==> src/rtl/core/spgc_pkg.sv <==
// Shared types and constants for the stereo pan gain chaser.
// Used by the multiplier, divider, top level and bench; depends on nothing.
package spgc_pkg;

  localparam int GAIN_W     = 24;
  localparam int SPEED_W    = 32;
  localparam int MUL_W      = 33;
  localparam int PROD_W     = 2 * MUL_W;
  localparam int QUOT_W     = 24;
  localparam int NUM_W      = SPEED_W + QUOT_W;
  localparam int DIV_CNT_W  = $clog2(QUOT_W + 1);
  localparam int GAIN_FRAC  = 22;
  localparam int SPEED_FRAC = 20;
  localparam int DECAY_SHIFT = 30;
  localparam int ADDR_W     = 3;
  localparam int APB_DATA_W = 32;

  localparam logic [GAIN_W-1:0]  GAIN_RESET  = 24'd4194304;
  localparam logic [SPEED_W-1:0] SPEED_ONE   = 32'd1048576;
  localparam logic [SPEED_W-1:0] SPEED_FLOOR = 32'd367001600;
  localparam logic [SPEED_W-1:0] SPEED_CAP   = 32'd2621440000;
  localparam logic [SPEED_W-1:0] DECAY_MUL   = 32'd1073634450;
  localparam logic [SPEED_W-1:0] DECAY_SUB   = 32'd10486;

  localparam logic CH_LEFT  = 1'b0;
  localparam logic CH_RIGHT = 1'b1;

  typedef struct packed {
    logic                    en;
    logic signed [MUL_W-1:0] a;
    logic signed [MUL_W-1:0] b;
  } mul_req_t;

  typedef struct packed {
    logic               start;
    logic [NUM_W-1:0]   num;
    logic [SPEED_W-1:0] den;
  } div_req_t;

  typedef struct packed {
    logic              done;
    logic [QUOT_W-1:0] quot;
  } div_rsp_t;

endpackage

==> src/rtl/core/spgc_if.sv <==
// Valid/ready stream interfaces for sample words in and out.
// Standalone; no package dependency.
interface spgc_in_if #(
  parameter int SAMPLE_BITS = 24
);
  logic                          valid;
  logic                          ready;
  logic signed [SAMPLE_BITS-1:0] sample_left;
  logic signed [SAMPLE_BITS-1:0] sample_right;

  modport source (output valid, output sample_left, output sample_right, input ready);
  modport sink (input valid, input sample_left, input sample_right, output ready);
endinterface

interface spgc_out_if #(
  parameter int SAMPLE_BITS = 24
);
  logic                          valid;
  logic                          ready;
  logic signed [SAMPLE_BITS-1:0] out_left;
  logic signed [SAMPLE_BITS-1:0] out_right;

  modport source (output valid, output out_left, output out_right, input ready);
  modport sink (input valid, input out_left, input out_right, output ready);
endinterface

==> src/rtl/core/spgc_mul.sv <==
// Shared signed multiplier with a registered product.
// Depends on spgc_pkg for operand widths and the request struct.
module spgc_mul (
  input  logic                              clk_i,
  input  spgc_pkg::mul_req_t                req_i,
  output logic signed [spgc_pkg::PROD_W-1:0] prod_o
);

  logic signed [spgc_pkg::PROD_W-1:0] prod_q;

  always_ff @(posedge clk_i) begin
    if (req_i.en) begin
      prod_q <= req_i.a * req_i.b;
    end
  end

  assign prod_o = prod_q;

endmodule

==> src/rtl/core/spgc_div.sv <==
// Restoring divider, one quotient bit per cycle, for the gain chase.
// Depends on spgc_pkg for widths and the request/response structs.
module spgc_div (
  input  logic               clk_i,
  input  logic               rst_ni,
  input  spgc_pkg::div_req_t req_i,
  output spgc_pkg::div_rsp_t rsp_o
);

  logic [spgc_pkg::SPEED_W-1:0]   rem_q;
  logic [spgc_pkg::SPEED_W-1:0]   den_q;
  logic [spgc_pkg::QUOT_W-1:0]    quo_q;
  logic [spgc_pkg::DIV_CNT_W-1:0] cnt_q;
  logic                           busy_q;
  logic                           done_q;
  logic [spgc_pkg::SPEED_W:0]     trial;
  logic [spgc_pkg::SPEED_W:0]     diff;
  logic [spgc_pkg::SPEED_W:0]     rem_nx;
  logic                           fit;

  always_comb begin
    trial  = {rem_q, quo_q[spgc_pkg::QUOT_W-1]};
    fit    = trial >= {1'b0, den_q};
    diff   = trial - {1'b0, den_q};
    rem_nx = fit ? diff : trial;
  end

  always_ff @(posedge clk_i or negedge rst_ni) begin
    if (!rst_ni) begin
      cnt_q  <= '0;
      busy_q <= 1'b0;
      done_q <= 1'b0;
    end else if (req_i.start) begin
      cnt_q  <= spgc_pkg::DIV_CNT_W'(spgc_pkg::QUOT_W);
      busy_q <= 1'b1;
      done_q <= 1'b0;
    end else if (busy_q) begin
      cnt_q <= cnt_q - 1'b1;
      if (cnt_q == spgc_pkg::DIV_CNT_W'(1)) begin
        busy_q <= 1'b0;
        done_q <= 1'b1;
      end
    end else begin
      done_q <= 1'b0;
    end
  end

  always_ff @(posedge clk_i) begin
    if (req_i.start) begin
      rem_q <= req_i.num[spgc_pkg::NUM_W-1:spgc_pkg::QUOT_W];
      quo_q <= req_i.num[spgc_pkg::QUOT_W-1:0];
      den_q <= req_i.den;
    end else if (busy_q) begin
      rem_q <= rem_nx[spgc_pkg::SPEED_W-1:0];
      quo_q <= {quo_q[spgc_pkg::QUOT_W-2:0], fit};
    end
  end

  assign rsp_o.done = done_q;
  assign rsp_o.quot = quo_q;

endmodule

==> src/rtl/core/stereo_pan_gain_chaser.sv <==
// Stereo panner with chased per-channel gains; top level with sequencer.
// Depends on spgc_pkg, spgc_if, spgc_mul and spgc_div.
//
// Usage:
//   in_i carries one stereo frame word (sample_left, sample_right); out_o
//   returns one panned word per frame. Software sets the left and right
//   target gains (Q2.22) over the APB port at byte addresses 0 and 4;
//   reads return the stored targets. pready is always high.
//   Each frame runs the speed update and gain chase for the left channel,
//   then the right, on one shared multiplier and one 24-step divider,
//   then scales both samples on the same multiplier.
//   in_i.ready is high only while the sequencer is idle, so a new frame is
//   taken only after the last one has left the sequencer. The divider
//   runs 24 steps per channel and takes most of each frame's processing.
//   A finished word sits in the output register; while the receiver
//   stalls, the next frame is still accepted and processed, and its result
//   waits in the sequencer until the output register frees up.
//   Reset: targets return to unity, chased gains to zero, speeds to the
//   350.0 floor; the first frame after reset jumps the gains to target.
module stereo_pan_gain_chaser #(
  parameter int SAMPLE_BITS = 24
) (
  input  logic                                clk_i,
  input  logic                                rst_ni,
  spgc_in_if.sink                             in_i,
  spgc_out_if.source                          out_o,
  input  logic                                psel,
  input  logic                                penable,
  input  logic                                pwrite,
  input  logic [spgc_pkg::ADDR_W-1:0]         paddr,
  input  logic [spgc_pkg::APB_DATA_W-1:0]     pwdata,
  output logic [spgc_pkg::APB_DATA_W-1:0]     prdata,
  output logic                                pready
);

  localparam logic [3:0] ST_IDLE   = 4'd0;
  localparam logic [3:0] ST_PREP   = 4'd1;
  localparam logic [3:0] ST_DMUL   = 4'd2;
  localparam logic [3:0] ST_DEC    = 4'd3;
  localparam logic [3:0] ST_GMUL   = 4'd4;
  localparam logic [3:0] ST_DSTART = 4'd5;
  localparam logic [3:0] ST_DWAIT  = 4'd6;
  localparam logic [3:0] ST_OMUL_L = 4'd7;
  localparam logic [3:0] ST_OMUL_R = 4'd8;
  localparam logic [3:0] ST_OUT    = 4'd9;

  localparam int PW = spgc_pkg::PROD_W;
  localparam logic signed [PW-1:0] SAT_HI =
    {{(PW-SAMPLE_BITS+1){1'b0}}, {(SAMPLE_BITS-1){1'b1}}};
  localparam logic signed [PW-1:0] SAT_LO =
    {{(PW-SAMPLE_BITS+1){1'b1}}, {(SAMPLE_BITS-1){1'b0}}};
  localparam logic signed [PW-1:0] TRUNC_ADJ =
    {{(PW-spgc_pkg::GAIN_FRAC){1'b0}}, {spgc_pkg::GAIN_FRAC{1'b1}}};

  logic [3:0]                       state_q;
  logic                             ch_q;
  logic                             started_q;
  logic [spgc_pkg::GAIN_W-1:0]      tgt_q   [2];
  logic [spgc_pkg::GAIN_W-1:0]      seen_q  [2];
  logic [spgc_pkg::GAIN_W-1:0]      gain_q  [2];
  logic [spgc_pkg::SPEED_W-1:0]     speed_q [2];
  logic [SAMPLE_BITS-1:0]           smp_l_q;
  logic [SAMPLE_BITS-1:0]           smp_r_q;
  logic [SAMPLE_BITS-1:0]           res_l_q;
  logic [SAMPLE_BITS-1:0]           out_l_q;
  logic [SAMPLE_BITS-1:0]           out_r_q;
  logic                             out_valid_q;

  logic [spgc_pkg::GAIN_W-1:0]      cur_tgt;
  logic [spgc_pkg::GAIN_W-1:0]      cur_gain;
  logic [spgc_pkg::SPEED_W-1:0]     cur_speed;
  logic [spgc_pkg::SPEED_W:0]       sp_dbl;
  logic [spgc_pkg::SPEED_W-1:0]     sp_cap;
  logic [spgc_pkg::SPEED_W-1:0]     dec_raw;
  logic [spgc_pkg::SPEED_W-1:0]     dec_flr;
  logic signed [PW-1:0]             prod;
  logic signed [PW-1:0]             prod_adj;
  logic signed [PW-1:0]             prod_shr;
  logic [SAMPLE_BITS-1:0]           sat_val;
  logic                             out_free;
  logic                             cfg_wr;

  spgc_pkg::mul_req_t mul_req;
  spgc_pkg::div_req_t div_req;
  spgc_pkg::div_rsp_t div_rsp;

  spgc_mul u_mul (
    .clk_i  (clk_i),
    .req_i  (mul_req),
    .prod_o (prod)
  );

  spgc_div u_div (
    .clk_i  (clk_i),
    .rst_ni (rst_ni),
    .req_i  (div_req),
    .rsp_o  (div_rsp)
  );

  assign cfg_wr = psel && penable && pwrite;
  assign pready = 1'b1;
  assign prdata = {{(spgc_pkg::APB_DATA_W-spgc_pkg::GAIN_W){1'b0}},
                   tgt_q[paddr[spgc_pkg::ADDR_W-1]]};

  assign in_i.ready      = (state_q == ST_IDLE);
  assign out_o.valid     = out_valid_q;
  assign out_o.out_left  = out_l_q;
  assign out_o.out_right = out_r_q;
  assign out_free        = !out_valid_q || out_o.ready;

  always_comb begin
    cur_tgt   = tgt_q[ch_q];
    cur_gain  = gain_q[ch_q];
    cur_speed = speed_q[ch_q];
    sp_dbl    = (cur_tgt != seen_q[ch_q]) ? {cur_speed, 1'b0} : {1'b0, cur_speed};
    sp_cap    = (sp_dbl > {1'b0, spgc_pkg::SPEED_CAP}) ? spgc_pkg::SPEED_CAP
                                                        : sp_dbl[spgc_pkg::SPEED_W-1:0];
    dec_raw   = prod[spgc_pkg::DECAY_SHIFT +: spgc_pkg::SPEED_W] - spgc_pkg::DECAY_SUB;
    dec_flr   = (dec_raw < spgc_pkg::SPEED_FLOOR) ? spgc_pkg::SPEED_FLOOR : dec_raw;
  end

  // truncate toward zero, then clamp to the sample range
  always_comb begin
    prod_adj = prod[PW-1] ? (prod + TRUNC_ADJ) : prod;
    prod_shr = prod_adj >>> spgc_pkg::GAIN_FRAC;
    if (prod_shr > SAT_HI) begin
      sat_val = SAT_HI[SAMPLE_BITS-1:0];
    end else if (prod_shr < SAT_LO) begin
      sat_val = SAT_LO[SAMPLE_BITS-1:0];
    end else begin
      sat_val = prod_shr[SAMPLE_BITS-1:0];
    end
  end

  always_comb begin
    mul_req = '0;
    unique case (state_q)
      ST_DMUL: begin
        mul_req.en = 1'b1;
        mul_req.a  = {1'b0, cur_speed};
        mul_req.b  = {1'b0, spgc_pkg::DECAY_MUL};
      end
      ST_GMUL: begin
        mul_req.en = 1'b1;
        mul_req.a  = {{(spgc_pkg::MUL_W-spgc_pkg::GAIN_W){1'b0}}, cur_gain};
        mul_req.b  = {1'b0, cur_speed};
      end
      ST_OMUL_L: begin
        mul_req.en = 1'b1;
        mul_req.a  = {{(spgc_pkg::MUL_W-SAMPLE_BITS){smp_l_q[SAMPLE_BITS-1]}}, smp_l_q};
        mul_req.b  = {{(spgc_pkg::MUL_W-spgc_pkg::GAIN_W){1'b0}}, gain_q[spgc_pkg::CH_LEFT]};
      end
      ST_OMUL_R: begin
        mul_req.en = 1'b1;
        mul_req.a  = {{(spgc_pkg::MUL_W-SAMPLE_BITS){smp_r_q[SAMPLE_BITS-1]}}, smp_r_q};
        mul_req.b  = {{(spgc_pkg::MUL_W-spgc_pkg::GAIN_W){1'b0}}, gain_q[spgc_pkg::CH_RIGHT]};
      end
      default: begin
        mul_req = '0;
      end
    endcase
  end

  always_comb begin
    div_req.start = (state_q == ST_DSTART);
    div_req.num   = prod[spgc_pkg::NUM_W-1:0]
                  + {{(spgc_pkg::NUM_W-spgc_pkg::GAIN_W-spgc_pkg::SPEED_FRAC){1'b0}},
                     cur_tgt, {spgc_pkg::SPEED_FRAC{1'b0}}};
    div_req.den   = cur_speed + spgc_pkg::SPEED_ONE;
  end

  always_ff @(posedge clk_i or negedge rst_ni) begin
    if (!rst_ni) begin
      state_q     <= ST_IDLE;
      ch_q        <= spgc_pkg::CH_LEFT;
      started_q   <= 1'b0;
      out_valid_q <= 1'b0;
      for (int i = 0; i < 2; i++) begin
        tgt_q[i]   <= spgc_pkg::GAIN_RESET;
        seen_q[i]  <= '0;
        gain_q[i]  <= '0;
        speed_q[i] <= spgc_pkg::SPEED_FLOOR;
      end
    end else begin
      if (cfg_wr) begin
        tgt_q[paddr[spgc_pkg::ADDR_W-1]] <= pwdata[spgc_pkg::GAIN_W-1:0];
      end
      if (out_valid_q && out_o.ready && state_q != ST_OUT) begin
        out_valid_q <= 1'b0;
      end
      unique case (state_q)
        ST_IDLE: begin
          if (in_i.valid) begin
            ch_q    <= spgc_pkg::CH_LEFT;
            state_q <= ST_PREP;
          end
        end
        ST_PREP: begin
          speed_q[ch_q] <= sp_cap;
          seen_q[ch_q]  <= cur_tgt;
          if (!started_q) begin
            gain_q[ch_q] <= cur_tgt;
          end
          state_q <= ST_DMUL;
        end
        ST_DMUL: begin
          state_q <= ST_DEC;
        end
        ST_DEC: begin
          speed_q[ch_q] <= dec_flr;
          state_q       <= ST_GMUL;
        end
        ST_GMUL: begin
          state_q <= ST_DSTART;
        end
        ST_DSTART: begin
          state_q <= ST_DWAIT;
        end
        ST_DWAIT: begin
          if (div_rsp.done) begin
            gain_q[ch_q] <= div_rsp.quot;
            if (ch_q == spgc_pkg::CH_RIGHT) begin
              started_q <= 1'b1;
              ch_q      <= spgc_pkg::CH_LEFT;
              state_q   <= ST_OMUL_L;
            end else begin
              ch_q    <= spgc_pkg::CH_RIGHT;
              state_q <= ST_PREP;
            end
          end
        end
        ST_OMUL_L: begin
          state_q <= ST_OMUL_R;
        end
        ST_OMUL_R: begin
          state_q <= ST_OUT;
        end
        ST_OUT: begin
          if (out_free) begin
            out_valid_q <= 1'b1;
            state_q     <= ST_IDLE;
          end
        end
        default: begin
          state_q <= ST_IDLE;
        end
      endcase
    end
  end

  always_ff @(posedge clk_i) begin
    if (state_q == ST_IDLE && in_i.valid) begin
      smp_l_q <= in_i.sample_left;
      smp_r_q <= in_i.sample_right;
    end
    if (state_q == ST_OMUL_R) begin
      res_l_q <= sat_val;
    end
    if (state_q == ST_OUT && out_free) begin
      out_l_q <= res_l_q;
      out_r_q <= sat_val;
    end
  end

endmodule

==> src/flat_wrapper.sv <==
// flat-port wrapper written by rule: the top's interface ports become plain ports
module stereo_pan_gain_chaser_flat 
#(
  parameter int SAMPLE_BITS = 24
)
  (clk_i, rst_ni, psel, penable, pwrite, paddr, pwdata, prdata, pready, in_i_valid, in_i_sample_left, in_i_sample_right, in_i_ready, out_o_valid, out_o_out_left, out_o_out_right, out_o_ready);
  spgc_in_if #(.SAMPLE_BITS(SAMPLE_BITS)) in_i_i ();
  spgc_out_if #(.SAMPLE_BITS(SAMPLE_BITS)) out_o_i ();
  input  logic clk_i;
  input  logic rst_ni;
  input  logic psel;
  input  logic penable;
  input  logic pwrite;
  input  logic [spgc_pkg::ADDR_W-1:0] paddr;
  input  logic [spgc_pkg::APB_DATA_W-1:0] pwdata;
  output logic [spgc_pkg::APB_DATA_W-1:0] prdata;
  output logic pready;
  input wire logic [$bits(in_i_i.valid)-1:0] in_i_valid;
  input wire logic [$bits(in_i_i.sample_left)-1:0] in_i_sample_left;
  input wire logic [$bits(in_i_i.sample_right)-1:0] in_i_sample_right;
  output wire logic [$bits(in_i_i.ready)-1:0] in_i_ready;
  output wire logic [$bits(out_o_i.valid)-1:0] out_o_valid;
  output wire logic [$bits(out_o_i.out_left)-1:0] out_o_out_left;
  output wire logic [$bits(out_o_i.out_right)-1:0] out_o_out_right;
  input wire logic [$bits(out_o_i.ready)-1:0] out_o_ready;
  assign in_i_i.valid = in_i_valid;
  assign in_i_i.sample_left = in_i_sample_left;
  assign in_i_i.sample_right = in_i_sample_right;
  assign in_i_ready = in_i_i.ready;
  assign out_o_valid = out_o_i.valid;
  assign out_o_out_left = out_o_i.out_left;
  assign out_o_out_right = out_o_i.out_right;
  assign out_o_i.ready = out_o_ready;
  stereo_pan_gain_chaser #(.SAMPLE_BITS(SAMPLE_BITS)) u_core (.clk_i(clk_i), .rst_ni(rst_ni), .in_i(in_i_i), .out_o(out_o_i), .psel(psel), .penable(penable), .pwrite(pwrite), .paddr(paddr), .pwdata(pwdata), .prdata(prdata), .pready(pready));
endmodule
==> config.mk <==
export PLATFORM = sky130hd
export DESIGN_NAME = stereo_pan_gain_chaser_flat
export DESIGN_NICKNAME = d
export VERILOG_FILES = /design/src/rtl/core/spgc_pkg.sv /design/src/rtl/core/spgc_if.sv /design/src/rtl/core/spgc_mul.sv /design/src/rtl/core/spgc_div.sv /design/src/rtl/core/stereo_pan_gain_chaser.sv /design/src/flat_wrapper.sv
export SDC_FILE = /design/constraint.sdc
export NUM_CORES = 2
export LEC_CHECK = 0
export CAP_MARGIN = 5
export CELL_PAD_IN_SITES_DETAIL_PLACEMENT = 0
export CELL_PAD_IN_SITES_GLOBAL_PLACEMENT = 1
export CORE_MARGIN = 4
export CORE_UTILIZATION = 57
export CTS_CLUSTER_DIAMETER = 150
export DETAILED_ROUTE_END_ITERATION = 7
export DONT_BUFFER_PORTS = 1
export PLACE_DENSITY = 0.94
export RECOVER_POWER = 25
export REMOVE_ABC_BUFFERS = 1
export SETUP_SLACK_MARGIN = 0.4
export SLEW_MARGIN = 25
export SYNTH_ARGS = -nofsm -noshare
export SYNTH_HDL_FRONTEND = slang
export SYNTH_SLANG_ARGS = --single-unit
export TNS_END_PERCENT = 5
==> constraint.sdc <==
create_clock -name clk_i -period 21.4 [get_ports clk_i]
set_input_delay 3.21 -clock clk_i [delete_from_list [all_inputs] [get_ports clk_i]]
set_output_delay 3.21 -clock clk_i [all_outputs]
set_load 0.05 [all_outputs]
==> flow_summary.ini <==
[placement]
placed_cells = 7805
port_buffers = 0
post-place-ws_ps = 9740
hpwl_mm = 147
gp_congestion = 0.973

[global_route]
grt_pass1_vias = 49200
grt_overflow = 0
grtUsageTotal_pct = 33.1
grt_max_degree = 223
grt_antenna_before_repair = 17
grt_pass1_wl_mm = 294

[synth]
ys_seq_area_share_pct = 21.9
synth_warnings = 0
netlist.area_leader.share_pct = 35.3
synth_top_family_by_area = adder cells
syn_avg_cell_area_um2 = 9.67
yosysTopAreaCell = fa_1
ys_ff_latch = 496
synthCells = 6532
muxShareOfSynthArea_pct = 4.61
synth_compound_area_share_pct = 8.01
synth_edf_count = 274
syn-cell-area_um2 = 63200
synthAdderAreaFrac_pct = 40.3
synth_ff_type = edfxtp_1
synth_area_leaders = fa_1 35%, edfxtp_1 13%, dfrtp_1 8.2%, inv_1 6.8%, nor2_1 5.2%
synth_cell_types = 90
async_reset_ff_share_pct = 44.8
post_synth_and_or_nand_nor_area_fraction_pct = 13.1
synth-xor-area-share_pct = 3.13

[run_status]
outcome = finished, violations left
violations = capacitance limit, slew limit

[detailed_routing]
drc_errors = 0
drt_iter0_drc = 4677
ant_nets = 0
vias = 47900
wl_per_cell_um = 24.2
vias_per_cell = 6.06
first_pass_iters = 6
wirelength_mm = 191

[timing]
clock.fmax_ghz = 0.0712
setup-violations-final = 0
setup_ws_ps = 7350
slew_headroom_pct = -201
slew_violations = 236
tightestPinTransition_ps = 4520
fin_crit_sh_pct = 65.7
hold_violations = 0
fin_worst_skew_ps = 28.4
fin_setup_tns_ps = 0
rsz0062_at_grt = no
period_minus_slack_ps = 14050

[clocking]
numClockSinks = 496
clk_pin_slew_ps = 70
cts_root_buf = clkbuf_16
clockBufferDepth = 3
htree_levels = 2
cts_tree = done
cts_inserted_buffers = 48
clock_latency_ps = 630
cts_setup_buffers = 0
hold_buffers = 0
cts_resized = 0

[cells_and_area]
stdcell_count = 7906
fill_cells = 8918
synthToLayoutAreaGrowth_pct = 5.44
multi_input_area_um2 = 44300
final_util_pct = 60.8
nets = 7834
seqCellArea_um2 = 13800
drive_gt1_share_pct = 7.49

[power_and_ir_drop]
clkPwrFrac_pct = 7.8
irDropWorstVdd_mv = 0.174
switchingPower_mw = 6.15
fin_total_pwr_mw = 11.3
netSwitchingFraction_pct = 54.6
leakagePower_nw = 31.3
power_density_nw_per_um2 = 169
combPwrFrac_pct = 73.6
p_seq_share_pct = 18.6
intPower_mw = 5.12

[critical_path]
cp_slowest_cell = clkbuf_1
regToRegEndpoint = u_core.u_mul.prod_o[64]$_DFFE_PN_
cp.arrival_ps = 14490
crit_type = register to register
r2r_slack_ps = 7350
cp-start-kind = register
crit-reg2reg-launch = u_core.ch_q$_DFFE_PN0P_
crit_path_end_kind = register
cp_max_fo = 64
required_ps = 21840
critPathMaxStageDelay_ps = 2840
path_common_cell = fa_1
r2r_cells = 25
critPathCapture = u_core.u_mul.prod_o[64]$_DFFE_PN_
setup.worst_path.start = u_core.ch_q$_DFFE_PN0P_

[floorplanning]
core.rowCount = 121
coreArea_um2 = 109000
fp.dieArea_um2 = 116000
pin_count = 173
initial_core_util_pct = 57.7
die_h_um = 341
die_w_um = 341

[flow_run]
drv_cap = 4

[min_path]
hp-class = register to register
-- logic make-up (layout without fill, tap and decap cells) --
logic type | after synthesis | count (layout)
simple gates | 1926 | 1926
buf+inv | 1486 | 1333
fa+ha+maj | 1364 | 1364
compound gates | 764 | 764
flops | 496 | 496
mux | 268 | 268
xor+xnor | 226 | 226
other cells | 2 | 53
-- worst min path at each step --
stage | startpoint | endpoint | depth (start not counted)
floorplan | u_core.res_l_q[0]$_DFFE_PN_ | u_core.out_o.out_left[0]$_DFFE_PP_ | 0
global placement | u_core.res_l_q[21]$_DFFE_PN_ | u_core.out_o.out_left[21]$_DFFE_PP_ | 0
detailed placement | u_core.res_l_q[5]$_DFFE_PN_ | u_core.out_o.out_left[5]$_DFFE_PP_ | 0
CTS | u_core.res_l_q[5]$_DFFE_PN_ | u_core.out_o.out_left[5]$_DFFE_PP_ | 0
global route | u_core.res_l_q[23]$_DFFE_PN_ | u_core.out_o.out_left[23]$_DFFE_PP_ | 0
finish | u_core.res_l_q[7]$_DFFE_PN_ | u_core.out_o.out_left[7]$_DFFE_PP_ | 0
-- state kept, by name (all words and copies together) (netlist names), 24 cells and up --
register	cells
u_core.smp_l_q	24
u_core.smp_r_q	24
u_core.out_o.out_right	24
u_core.seen_q	48
u_core.speed_q	64
u_core.u_div.quo_q	24
u_core.u_div.rem_q	32
u_core.res_l_q	24
u_core.gain_q	48
u_core.u_mul.prod_o	66
u_core.out_o.out_left	24
u_core.u_div.den_q	32
u_core.tgt_q	48
-- power by group through the flow --
stage	Combinational [mW]	Clock (mW)	Sequential, mW
4_1_cts	8.20	0.883	2.06
5_1_grt	9.16	0.921	2.11
2_1_floorplan	5.66	0	1.90
3_3_place_gp	7.93	0	2.06
6_report	8.30	0.880	2.09
3_5_place_dp	8.15	0	2.07
-- area by class of cell --
| class | count | area share [%] |
|---|---|---|
| tap | 1476 | 2.77 |
| inverter | 1143 | 6.44 |
| clock inverter | 21 | 0.308 |
| clock buffer | 68 | 2.04 |
| timing repair buffer | 101 | 1.16 |
| sequential | 496 | 20.7 |
| antenna | 11 | 0.0413 |
| multi-input combinational | 4590 | 66.5 |
-- synth_stat cells (20+ instances only) --
cell / instances
a21oi_1: 208
nor3_1: 55
nand2_1: 613
a21oi_2: 20
clkbuf_1: 289
buf_2: 24
o221ai_1: 48
a221oi_1: 28
o21ai_0: 166
or3_1: 26
a21o_1: 50
mux2_2: 177
and3_1: 54
nor2_1: 872
a221o_1: 23
dfrtp_1: 208
inv_1: 1141
fa_1: 1113
o21a_1: 33
xnor2_1: 126
a211oi_1: 22
a31oi_1: 26
nor4_1: 30
nor2b_1: 25
nand3_1: 81
or2_2: 27
nand2b_1: 40
mux2i_1: 89
xor2_1: 100
edfxtp_1: 274
ha_1: 251
nand4_1: 38
-- routing by layer --
metal,vias up,wire length (µm),global-route usage [%]
li1,20300,-,-
met1,24200,70400,43.6
met2,2800,85500,50.9
met3,591,22400,8.21
met4,12,12800,18.0
met5,-,80,0
-- metrics by stage --
step,instance area (µm²),hold slack [ps]
after detailed placement,65000,405
after global placement,65000,401
after floorplan,61900,400
final,66600,420
after global routing,66600,424
after CTS,66600,420
-- worst max-delay path, delay by kind of cell (launching register included) --
kind / cells / cell delay (ps)
compound gates: 3 / 1300
fa+ha+maj: 9 / 4780
buf+inv: 4 / 3390
flops: 1 / 940
mux: 1 / 730
simple gates: 8 / 2640
-- placed cells by master (no fill, tap or decap), types with 19 or more instances in the layout --
| cell | netlist | final |
|---|---|---|
| nand4_1 | 38 | 38 |
| ha_1 | 251 | 251 |
| inv_1 | 1141 | 1141 |
| mux2i_1 | 89 | 89 |
| o21a_1 | 33 | 33 |
| a21oi_1 | 208 | 205 |
| mux2_2 | 177 | 177 |
| and3_1 | 54 | 53 |
| nand2_1 | 613 | 612 |
| or2_2 | 27 | 27 |
| a21o_1 | 50 | 50 |
| nand2b_1 | 40 | 40 |
| nor3_1 | 55 | 52 |
| conb_1 | 2 | 42 |
| nand3_1 | 81 | 80 |
| dfrtp_1 | 208 | 207 |
| nor4_1 | 30 | 30 |
| xnor2_1 | 126 | 126 |
| edfxtp_1 | 274 | 274 |
| a31oi_1 | 26 | 24 |
| a21oi_2 | 20 | 23 |
| fa_1 | 1113 | 1113 |
| buf_4 | 15 | 94 |
| o21ai_0 | 166 | 165 |
| or3_1 | 26 | 26 |
| nor2_1 | 872 | 868 |
| clkbuf_16 | 0 | 50 |
| nor2b_1 | 25 | 24 |
| o221ai_1 | 48 | 48 |
| clkbuf_1 | 289 | 19 |
| a221o_1 | 23 | 23 |
| xor2_1 | 100 | 100 |
Power figures use the tool's default switching activity.
